### src/hw/rtl/brcc_pkg.sv
`default_nettype none

package brcc_pkg;

   // fixed-point fraction bits of angle, gains and filter state
   localparam int FRAC_BITS = 8;

   // configuration port
   localparam int ADDR_W = 5;
   localparam int DATA_W = 32;

   // register indexes
   localparam logic [2:0] REG_BALANCE_POINT  = 3'd0;
   localparam logic [2:0] REG_BALANCE_KP     = 3'd1;
   localparam logic [2:0] REG_BALANCE_KD     = 3'd2;
   localparam logic [2:0] REG_SPEED_KP       = 3'd3;
   localparam logic [2:0] REG_SPEED_KI       = 3'd4;
   localparam logic [2:0] REG_INTEGRAL_LIMIT = 3'd5;
   localparam logic [2:0] REG_TILT_LIMIT     = 3'd6;
   localparam logic [2:0] REG_PWM_LIMIT      = 3'd7;

   // reset values
   localparam logic signed [16:0] RST_BALANCE_POINT  = 17'sd0;
   localparam logic [9:0]         RST_BALANCE_KP     = 10'd300;
   localparam logic [15:0]        RST_BALANCE_KD     = 16'd276;
   localparam logic [9:0]         RST_SPEED_KP       = 10'd160;
   localparam logic [9:0]         RST_SPEED_KI       = 10'd205;
   localparam logic [15:0]        RST_INTEGRAL_LIMIT = 16'd10000;
   localparam logic [15:0]        RST_TILT_LIMIT     = 16'd10240;
   localparam logic [13:0]        RST_PWM_LIMIT      = 14'd6900;

   // datapath widths
   localparam int FE_W   = 26;              // filtered speed error
   localparam int SI_W   = 25;              // speed integral
   localparam int SIS_W  = SI_W + 2;        // integral plus error before clamp
   localparam int NUM_W  = 28;              // 4*fe - (left+right)*2^F
   localparam int MAG_W  = NUM_W - 1;
   localparam int MUL_W  = 29;              // shared multiplier operand
   localparam int PROD_W = 2 * MUL_W;
   localparam int ACC_W  = 48;
   localparam int BAL_W  = 28;
   localparam int VEL_W  = 30;
   localparam int CMD_W  = 32;

   // x/5 == (x * RECIP5) >> RECIP_SHIFT, exact for x < 2^MAG_W
   localparam int                 RECIP_SHIFT = 30;
   localparam logic [MUL_W-1:0]   RECIP5      = MUL_W'(((64'd1 << RECIP_SHIFT) + 64'd1) / 5);

endpackage

`default_nettype wire

### src/hw/rtl/balance_robot_cascade_controller_core.sv
// A skipped tick is taken while idle and gives no result; a control tick steps the sequencer
// through BAL_P, BAL_D, BAL_S, DIV, INT, VEL_P, VEL_I, VEL, SUM and OUT around the one shared
// 29x29 multiplier (five products, divide by 5 via reciprocal), taking no new item until OUT.
// Throughput: one item per cycle on skipped ticks; OUT waits for a free output register.
// The result sits in an output register, so the next item is accepted while it waits.
// Synchronous active-high reset zeroes sequencer, phase, stop and filter state, loads defaults.
`default_nettype none

module balance_robot_cascade_controller_core import brcc_pkg::*; (
   input  wire logic                clock,
   input  wire logic                reset,
   // sensor tick in
   input  wire logic                req_valid,
   output logic                     req_ready,
   input  wire logic signed [16:0]  req_tilt_angle,
   input  wire logic signed [16:0]  req_gyro_rate,
   input  wire logic signed [15:0]  req_left_count,
   input  wire logic signed [15:0]  req_right_count,
   input  wire logic                req_key_click,
   // motor command out
   output logic                     rsp_valid,
   input  wire logic                rsp_ready,
   output logic [13:0]              rsp_motor_duty,
   output logic                     rsp_motor_forward,
   output logic                     rsp_drive_enabled,
   output logic                     rsp_stopped,
   // register port
   input  wire logic                psel,
   input  wire logic                penable,
   input  wire logic                pwrite,
   input  wire logic [ADDR_W-1:0]   paddr,
   input  wire logic [DATA_W-1:0]   pwdata,
   output logic [DATA_W-1:0]        prdata,
   output logic                     pready
);

   localparam logic [3:0] ST_IDLE  = 4'd0;
   localparam logic [3:0] ST_BAL_P = 4'd1;
   localparam logic [3:0] ST_BAL_D = 4'd2;
   localparam logic [3:0] ST_BAL_S = 4'd3;
   localparam logic [3:0] ST_DIV   = 4'd4;
   localparam logic [3:0] ST_INT   = 4'd5;
   localparam logic [3:0] ST_VEL_P = 4'd6;
   localparam logic [3:0] ST_VEL_I = 4'd7;
   localparam logic [3:0] ST_VEL   = 4'd8;
   localparam logic [3:0] ST_SUM   = 4'd9;
   localparam logic [3:0] ST_OUT   = 4'd10;

   localparam logic signed [ACC_W-1:0] BIAS_F   = ACC_W'((64'sd1 <<< FRAC_BITS) - 64'sd1);
   localparam logic signed [ACC_W-1:0] BIAS_2F  = ACC_W'((64'sd1 <<< (2 * FRAC_BITS)) - 64'sd1);
   localparam logic signed [ACC_W-1:0] ZERO_ACC = ACC_W'(0);

   // configuration registers
   logic signed [16:0] bp_ff;
   logic [9:0]         kp_ff;
   logic [15:0]        kd_ff;
   logic [9:0]         skp_ff;
   logic [9:0]         ski_ff;
   logic [15:0]        il_ff;
   logic [15:0]        tl_ff;
   logic [13:0]        pwm_ff;

   // control and controller state
   logic [3:0]              state_ff;
   logic                    phase_ff;
   logic                    stop_ff;
   logic signed [FE_W-1:0]  fe_ff;
   logic signed [SI_W-1:0]  si_ff;
   logic [13:0]             held_ff;

   // latched item and datapath registers
   logic signed [16:0]      tilt_ff;
   logic signed [16:0]      gyro_ff;
   logic signed [15:0]      left_ff;
   logic signed [15:0]      right_ff;
   logic signed [NUM_W-1:0] num_ff;
   logic [MAG_W-1:0]        mag_ff;
   logic                    neg_ff;
   logic signed [PROD_W-1:0] prod_ff;
   logic signed [ACC_W-1:0] acc_ff;
   logic signed [BAL_W-1:0] bal_ff;
   logic signed [VEL_W-1:0] vel_ff;
   logic signed [CMD_W-1:0] cmd_ff;

   // output register
   logic        rsp_valid_ff;
   logic [13:0] duty_ff;
   logic        fwd_ff;
   logic        en_ff;
   logic        stopped_ff;

   logic                    accept;
   logic                    csr_write;
   logic signed [MUL_W-1:0] mul_a;
   logic signed [MUL_W-1:0] mul_b;
   logic signed [PROD_W-1:0] prod_in;
   logic signed [17:0]      diff;
   logic signed [16:0]      sum_lr;
   logic signed [NUM_W-1:0] num_in;
   logic signed [ACC_W-1:0] acc_biased;
   logic signed [ACC_W-1:0] bal_w;
   logic signed [ACC_W-1:0] vel_w;
   logic [FE_W-1:0]         quot;
   logic signed [FE_W-1:0]  fe_in;
   logic signed [SIS_W-1:0] si_sum;
   logic signed [SIS_W-1:0] ilim;
   logic signed [SIS_W-1:0] si_cl;
   logic signed [CMD_W-1:0] plim;
   logic signed [CMD_W-1:0] cmd_cl;
   logic [CMD_W-1:0]        cmd_abs;
   logic [16:0]             tilt_abs;
   logic                    drive_off;
   logic                    out_free;

   assign req_ready = (state_ff == ST_IDLE) && !reset;
   assign accept    = req_valid && req_ready;
   assign pready    = 1'b1;
   assign csr_write = psel && penable && pwrite;
   assign out_free  = !rsp_valid_ff || rsp_ready;

   assign rsp_valid         = rsp_valid_ff;
   assign rsp_motor_duty    = duty_ff;
   assign rsp_motor_forward = fwd_ff;
   assign rsp_drive_enabled = en_ff;
   assign rsp_stopped       = stopped_ff;

   // register read
   always_comb begin
      unique case (paddr[4:2])
         REG_BALANCE_POINT:  prdata = DATA_W'(bp_ff);
         REG_BALANCE_KP:     prdata = DATA_W'(kp_ff);
         REG_BALANCE_KD:     prdata = DATA_W'(kd_ff);
         REG_SPEED_KP:       prdata = DATA_W'(skp_ff);
         REG_SPEED_KI:       prdata = DATA_W'(ski_ff);
         REG_INTEGRAL_LIMIT: prdata = DATA_W'(il_ff);
         REG_TILT_LIMIT:     prdata = DATA_W'(tl_ff);
         REG_PWM_LIMIT:      prdata = DATA_W'(pwm_ff);
         default:            prdata = '0;
      endcase
   end

   // shared multiplier operand select
   assign diff = 18'(tilt_ff) - 18'(bp_ff);

   always_comb begin
      unique case (state_ff)
         ST_BAL_P: begin
            mul_a = MUL_W'(diff);
            mul_b = signed'(MUL_W'(kp_ff));
         end
         ST_BAL_D: begin
            mul_a = MUL_W'(gyro_ff);
            mul_b = signed'(MUL_W'(kd_ff));
         end
         ST_BAL_S: begin
            mul_a = signed'(MUL_W'(mag_ff));
            mul_b = signed'(RECIP5);
         end
         ST_INT: begin
            mul_a = MUL_W'(fe_ff);
            mul_b = signed'(MUL_W'(skp_ff));
         end
         ST_VEL_P: begin
            mul_a = MUL_W'(si_ff);
            mul_b = signed'(MUL_W'(ski_ff));
         end
         default: begin
            mul_a = '0;
            mul_b = '0;
         end
      endcase
   end

   assign prod_in = mul_a * mul_b;

   // 4*fe - (left+right)*2^F, its magnitude goes through the reciprocal multiply
   assign sum_lr = 17'(left_ff) + 17'(right_ff);
   assign num_in = (NUM_W'(fe_ff) <<< 2) - (NUM_W'(sum_lr) <<< FRAC_BITS);

   assign quot  = prod_ff[RECIP_SHIFT +: FE_W];
   assign fe_in = neg_ff ? -signed'(quot) : signed'(quot);

   // shifts that truncate toward zero
   assign acc_biased = acc_ff + (acc_ff[ACC_W-1] ?
                       ((state_ff == ST_DIV) ? BIAS_F : BIAS_2F) : ZERO_ACC);
   assign bal_w = acc_biased >>> FRAC_BITS;
   assign vel_w = acc_biased >>> (2 * FRAC_BITS);

   // integral clamp
   assign si_sum = SIS_W'(si_ff) + SIS_W'(fe_ff);
   assign ilim   = signed'(SIS_W'(il_ff) << FRAC_BITS);
   always_comb begin
      if (si_sum > ilim) begin
         si_cl = ilim;
      end else if (si_sum < -ilim) begin
         si_cl = -ilim;
      end else begin
         si_cl = si_sum;
      end
   end

   // command clamp and cut-off
   assign plim = signed'(CMD_W'(pwm_ff));
   always_comb begin
      if (cmd_ff > plim) begin
         cmd_cl = plim;
      end else if (cmd_ff < -plim) begin
         cmd_cl = -plim;
      end else begin
         cmd_cl = cmd_ff;
      end
   end
   assign cmd_abs   = cmd_cl[CMD_W-1] ? unsigned'(-cmd_cl) : unsigned'(cmd_cl);
   assign tilt_abs  = tilt_ff[16] ? unsigned'(-tilt_ff) : unsigned'(tilt_ff);
   assign drive_off = (tilt_abs > 17'(tl_ff)) || stop_ff;

   always_ff @(posedge clock) begin
      if (reset) begin
         bp_ff  <= RST_BALANCE_POINT;
         kp_ff  <= RST_BALANCE_KP;
         kd_ff  <= RST_BALANCE_KD;
         skp_ff <= RST_SPEED_KP;
         ski_ff <= RST_SPEED_KI;
         il_ff  <= RST_INTEGRAL_LIMIT;
         tl_ff  <= RST_TILT_LIMIT;
         pwm_ff <= RST_PWM_LIMIT;
      end else if (csr_write) begin
         unique case (paddr[4:2])
            REG_BALANCE_POINT:  bp_ff  <= signed'(pwdata[16:0]);
            REG_BALANCE_KP:     kp_ff  <= pwdata[9:0];
            REG_BALANCE_KD:     kd_ff  <= pwdata[15:0];
            REG_SPEED_KP:       skp_ff <= pwdata[9:0];
            REG_SPEED_KI:       ski_ff <= pwdata[9:0];
            REG_INTEGRAL_LIMIT: il_ff  <= pwdata[15:0];
            REG_TILT_LIMIT:     tl_ff  <= pwdata[15:0];
            REG_PWM_LIMIT:      pwm_ff <= pwdata[13:0];
            default:            ;
         endcase
      end
   end

   // sequencer and controller state
   always_ff @(posedge clock) begin
      if (reset) begin
         state_ff     <= ST_IDLE;
         phase_ff     <= 1'b0;
         stop_ff      <= 1'b0;
         fe_ff        <= '0;
         si_ff        <= '0;
         held_ff      <= '0;
         rsp_valid_ff <= 1'b0;
      end else begin
         // a new result may replace the one taken at this edge
         if (state_ff == ST_OUT && out_free) begin
            rsp_valid_ff <= 1'b1;
         end else if (rsp_valid_ff && rsp_ready) begin
            rsp_valid_ff <= 1'b0;
         end
         unique case (state_ff)
            ST_IDLE: begin
               if (accept) begin
                  phase_ff <= ~phase_ff;
                  // only control ticks sample the click
                  if (phase_ff) begin
                     stop_ff  <= stop_ff ^ req_key_click;
                     state_ff <= ST_BAL_P;
                  end
               end
            end
            ST_BAL_P: state_ff <= ST_BAL_D;
            ST_BAL_D: state_ff <= ST_BAL_S;
            ST_BAL_S: state_ff <= ST_DIV;
            ST_DIV: begin
               fe_ff    <= fe_in;
               state_ff <= ST_INT;
            end
            ST_INT: begin
               si_ff    <= si_cl[SI_W-1:0];
               state_ff <= ST_VEL_P;
            end
            ST_VEL_P: state_ff <= ST_VEL_I;
            ST_VEL_I: state_ff <= ST_VEL;
            ST_VEL:   state_ff <= ST_SUM;
            ST_SUM:   state_ff <= ST_OUT;
            ST_OUT: begin
               if (out_free) begin
                  if (drive_off) begin
                     si_ff <= '0;
                  end else begin
                     held_ff <= cmd_abs[13:0];
                  end
                  state_ff <= ST_IDLE;
               end
            end
            default: state_ff <= ST_IDLE;
         endcase
      end
   end

   // datapath registers, no reset needed
   always_ff @(posedge clock) begin
      if (accept) begin
         tilt_ff  <= req_tilt_angle;
         gyro_ff  <= req_gyro_rate;
         left_ff  <= req_left_count;
         right_ff <= req_right_count;
      end
      prod_ff <= prod_in;
      case (state_ff)
         ST_BAL_P: num_ff <= num_in;
         ST_BAL_D: begin
            acc_ff <= ACC_W'(prod_ff);
            neg_ff <= num_ff[NUM_W-1];
            mag_ff <= num_ff[NUM_W-1] ? MAG_W'(-num_ff) : MAG_W'(num_ff);
         end
         ST_BAL_S: acc_ff <= acc_ff + ACC_W'(prod_ff);
         ST_DIV:   bal_ff <= bal_w[BAL_W-1:0];
         ST_VEL_P: acc_ff <= -(ACC_W'(prod_ff) <<< FRAC_BITS);
         ST_VEL_I: acc_ff <= acc_ff - ACC_W'(prod_ff);
         ST_VEL:   vel_ff <= vel_w[VEL_W-1:0];
         ST_SUM:   cmd_ff <= CMD_W'(bal_ff) + CMD_W'(vel_ff);
         ST_OUT: begin
            if (out_free) begin
               stopped_ff <= stop_ff;
               if (drive_off) begin
                  duty_ff <= held_ff;
                  fwd_ff  <= 1'b0;
                  en_ff   <= 1'b0;
               end else begin
                  duty_ff <= cmd_abs[13:0];
                  fwd_ff  <= (cmd_cl > 0);
                  en_ff   <= 1'b1;
               end
            end
         end
         default: ;
      endcase
   end

`ifndef SYNTHESIS
   a_off_no_dir: assert property (@(posedge clock) disable iff (reset)
      rsp_valid && !rsp_drive_enabled |-> !rsp_motor_forward)
      else $error("direction set while drive is off");

   a_duty_limit: assert property (@(posedge clock) disable iff (reset)
      rsp_valid && rsp_drive_enabled |-> (rsp_motor_duty <= pwm_ff))
      else $error("duty above pwm limit");

   a_result_phase: assert property (@(posedge clock) disable iff (reset)
      $rose(rsp_valid) |-> !phase_ff)
      else $error("result outside a control tick");

   a_ctrl_busy: assert property (@(posedge clock) disable iff (reset)
      req_valid && req_ready && phase_ff |=> !req_ready)
      else $error("control tick did not start the sequencer");
`endif

endmodule

`default_nettype wire
### config.mk
export PLATFORM = sky130hd
export DESIGN_NAME = balance_robot_cascade_controller_core
export DESIGN_NICKNAME = d
export VERILOG_FILES = /design/src/hw/rtl/brcc_pkg.sv /design/src/hw/rtl/balance_robot_cascade_controller_core.sv
export SDC_FILE = /design/constraint.sdc
export NUM_CORES = 2
export LEC_CHECK = 0
export BUFFER_PORTS_ARGS = -buffer_cell sky130_fd_sc_hd__buf_4
export CAP_MARGIN = 20
export CORE_ASPECT_RATIO = 0.7
export CORE_MARGIN = 4
export CORE_UTILIZATION = 65
export DETAILED_ROUTE_END_ITERATION = 8
export GPL_TIMING_DRIVEN = 0
export PLACE_DENSITY = 0.91
export SYNTH_ARGS = -nofsm -noshare
export SYNTH_HDL_FRONTEND = slang
export SYNTH_SLANG_ARGS = --single-unit
### constraint.sdc
create_clock -name clock -period 12.3 [get_ports clock]
set_input_delay 1.845 -clock clock [delete_from_list [all_inputs] [get_ports clock]]
set_output_delay 1.845 -clock clock [all_outputs]
set_load 0.03 [all_outputs]
==> impl.org <==
** Outcome
- Result of the run :: completed

** Clocking
- The clock passes through at most 3 buffers.
- CTS built an H-tree with a depth of 2.
- Clock latency on the worst-skew pair :: 620 ps
- CTS Root Buffer Type :: sky130_fd_sc_hd__clkbuf_16
- Register clock-pin slew on the reported worst setup and hold paths :: 70 ps
- Total clock buffers created by CTS :: 47
- TritonCTS built the clock tree.
- The number of hold buffers added after CTS was 0.
- Sinks on Clock Net :: 509
- Post-CTS timing repair inserted 0 buffers for setup.

** Drt
- Detail Route met2 WL :: 76.5 mm
- Via density per instance :: 6.31
- # DRC :: 0
- After detailed routing, the met3 layer carries 28.6 mm of wire.
- Vias :: 47,698
- Dividing the detail-routed wire length by the instance count gives 25.1 um.
- The final layout contains routed wiring with a total length of 190 mm.
- Before antenna repair, the detailed router went through 6 iterations.
- Number of routed nets with antenna violations :: 0
- Uppermost layer routed :: met5
- After detailed routing, the wire length on met1 is 77.4 mm.
- The first routing iteration left 6,591 violations.

** Critical path
- At the worst endpoint, the arrival time is 12,530 ps.
- Critical path startpoint :: bp_ff[1]
- Slowest Stage Delay on Critical Path :: 800 ps
- Worst path most repeated cell :: sky130_fd_sc_hd__fa_1
- Top fanout value on the critical path :: 10
- The slowest stage of the critical path is the sky130_fd_sc_hd__clkbuf_1 cell.
- At the worst endpoint, the required time is 12,800 ps.
- The worst register-to-register path has a depth of 38.
- Minimum setup slack among reg-to-reg paths :: 280 ps
- Category of cells accounting for the largest share of critical-path delay :: adder cells
- The endpoint identified for the worst register-to-register timing path is prod_ff[55].
- Origin of the critical flop-to-flop path :: bp_ff[1]
- In this run the number of cells on the critical path is 38.
- The critical path is of the reg2reg type.
- Worst setup EP type :: flop
- The worst setup path is launched from a flop.
- End point of the critical path :: prod_ff[55]
- Number of buffers and inverters on the critical path :: 6

** STA
- Setup repair after global routing left no endpoint under its margin.
- Time the worst path needs with I/O delays and setup :: 12,020 ps
- The count of final hold-check violations came to 0.
- Transition time at the pin with the least slew margin :: 1290 ps
- Worst slew slack as a fraction of its limit :: 14.2%
- FMAX :: 83.2 MHz
- Largest clock skew in the final design :: 36.0 ps
- In the final timing run, aggregate negative setup slack is 0 ps.
- Fin. max-slew vios :: 0
- Setup violators final :: 0
- Portion of the clock cycle consumed by the worst path in the final layout :: 97.7%

** Synthesis
- The synthesized design contains 272 enable-type register cells.
- Summing every instance area after synthesis gives 56,100 sq um.
- The cell count after synthesis came out at 6,150.
- Number of warning messages in the yosys log :: 0
- Synthesis inferred 509 register bits.
- Fraction of post-synthesis cell area in the top cell type by area :: 23.0%
- Most used flip-flop cell after synthesis :: sky130_fd_sc_hd__edfxtp_1
- Count of different cell masters after synthesis :: 92
- Cell types with the highest counts after synthesis :: sky130_fd_sc_hd__inv_1, sky130_fd_sc_hd__fa_1, sky130_fd_sc_hd__nand2_1
- For this run, asynchronously set or reset flops after synthesis account for 0%.
- After synthesis, flip-flops and latches occupy 23.0% of the total area.
- After synthesis, the cell types taking the most area are sky130_fd_sc_hd__fa_1, sky130_fd_sc_hd__edfxtp_1, sky130_fd_sc_hd__ha_1.
- Dominant cell by count in the synthesized netlist :: sky130_fd_sc_hd__inv_1
- Area leader, netlist :: sky130_fd_sc_hd__fa_1
- A synthesized cell averages 9.13 sq um.

** GRT
- The via count of the first global-routing pass is 46,398.
- Across every metal layer, demand over resource in global routing totals 41.4%.
- The first global-routing pass estimated 285 mm of wire.
- Entering global routing, the biggest net connects 37 pins.
- Antenna violations before repair :: 13
- Leftover overflow at the end of global routing :: 0

** Cells and area
- Non-filler cells, final :: 7,559
- Share of layout cells above drive strength 1 :: 6.12%
- Summing all multi-input logic gate instances after layout gives 38,600 sq um.
- Footprint of the flip-flops and latches :: 12,900 sq um
- From synthesis to final layout, the design area changed by 8.20%.
- Fill count :: 6,397
- In the final design database the tool counted 7,620 nets.

** Power and ir drop
- IR drop worst, VDD :: 161 uV
- In this run the power density over the cells is 72.8 nW/um^2.
- In this run the static leakage power is 28.5 nW.

** Place
- At the end of routability-driven placement, the weighted congestion stood at 1.08.
- Once detailed placement completed, the half-perimeter wirelength came to 157 mm.
- The number of placed instances, taps included, is 7,454.
- Number of port buffers :: 133

** Floorplan
- The region available for standard cell placement spans 85,000 sq um.
- Number of rows created at floorplan :: 89
- The floorplan step defined a die boundary enclosing 91,200 sq um.
- I/O pin count :: 163
- Chip Height :: 254 um
- Die X :: 359 um
- For this configuration, the core starts out at a cell density of 66.1%.

** Run
- Max-cap violation count :: 0

** Min path
- Worst hold-check path type :: reg2reg
- In this run the most critical hold path is launched from bp_ff[5].
## flip-flops by register name (all words and copies together), names as in the netlist, 16 cells and up
signal,count
il_ff,16
left_ff,16
right_ff,16
fe_ff,26
num_ff,26
acc_ff,48
gyro_ff,17
tl_ff,16
bal_ff,28
prod_ff,56
mag_ff,25
cmd_ff,31
vel_ff,30
si_ff,25
bp_ff,17
tilt_ff,17
kd_ff,16
## layout by cell type, fill, tap and decap left out, types with 114 or more instances in the layout
cell type                  instances
sky130_fd_sc_hd__a21oi_1         279
sky130_fd_sc_hd__nand2_1         558
sky130_fd_sc_hd__dfxtp_1         237
sky130_fd_sc_hd__xor2_1          140
sky130_fd_sc_hd__xnor2_1         259
sky130_fd_sc_hd__nor2_1          532
sky130_fd_sc_hd__clkbuf_1        195
sky130_fd_sc_hd__fa_1            646
sky130_fd_sc_hd__ha_1            492
sky130_fd_sc_hd__o21ai_0         239
sky130_fd_sc_hd__inv_1           999
sky130_fd_sc_hd__buf_4           163
sky130_fd_sc_hd__a21o_1          114
sky130_fd_sc_hd__edfxtp_1        272
## worst register-to-register path: cells and delay by family, from the launching register on
family	cells	cell delay, ps
AOI/OAI and AO/OA	14	4130
xor gates and xnor gates	2	260
adders and majority gates	10	4780
DFF	1	450
buffers and inverters	6	1080
and+or+nand+nor	6	1190
## worst min-delay path by stage
stage	endpoint	slack, ps	depth (start not counted)
after floorplan	bp_ff[16]	440	2
after global placement	bp_ff[16]	440	2
after detailed placement	bp_ff[5]	460	2
after CTS	bp_ff[5]	470	2
after global routing	bp_ff[16]	500	2
final	bp_ff[5]	480	2
## area by class of cell
| type | count | share of cell area [%] |
|---|---|---|
| inverter | 1002 | 6.20 |
| sequential | 509 | 21.3 |
| buffer | 248 | 1.76 |
| tap | 1137 | 2.34 |
| clock buffer | 60 | 2.19 |
| antenna | 12 | 0.0494 |
| timing repair buffer | 160 | 2.15 |
| multi-input combinational | 4403 | 63.6 |
| clock inverter | 28 | 0.503 |
## what timing repair did
action	CTS	global route
pin swaps	0	0
gates resized for setup	7	30
setup endpoints to repair	7	14
cloned	0	0
## per-stage QoR
step	cell area (sq um)	utilization (%)	hold WS (ps)	worst slack (ps)	total power [mW]
2_1_floorplan	56200	-	436	1520	2.51
3_3_place_gp	58600	69.0	441	-1440	2.78
3_5_place_dp	58900	69.4	464	-317	2.81
4_1_cts	60600	71.3	473	85.8	4.38
5_1_grt	60700	71.5	504	7.20	4.56
6_report	60700	71.5	475	277	4.42
## cell families after synthesis
logic type	Yosys count	synth area share [%]
mux	82	1.60
flops	509	23.0
other cells	2	0.0134
buf+inv	1251	8.56
compound gates	1140	13.4
xor+xnor	399	6.22
simple gates	1629	13.2
fa+ha+maj	1138	34.0
## where the power goes
group	total (mW)	internal, mW	switching (mW)
Combinational	0.927	0.338	0.589
Clock	1.60	0.866	0.738
Sequential	1.89	1.84	0.0537
Total	4.42	3.04	1.38
## per-layer routing
layer	vias to the layer above	GRT usage, %
met4	6	13.4
met3	459	14.3
met1	23256	60.1
met2	3205	58.0
li1	20772	-
met5	-	0.0516
No activity file was read; power rests on OpenSTA's default activity.
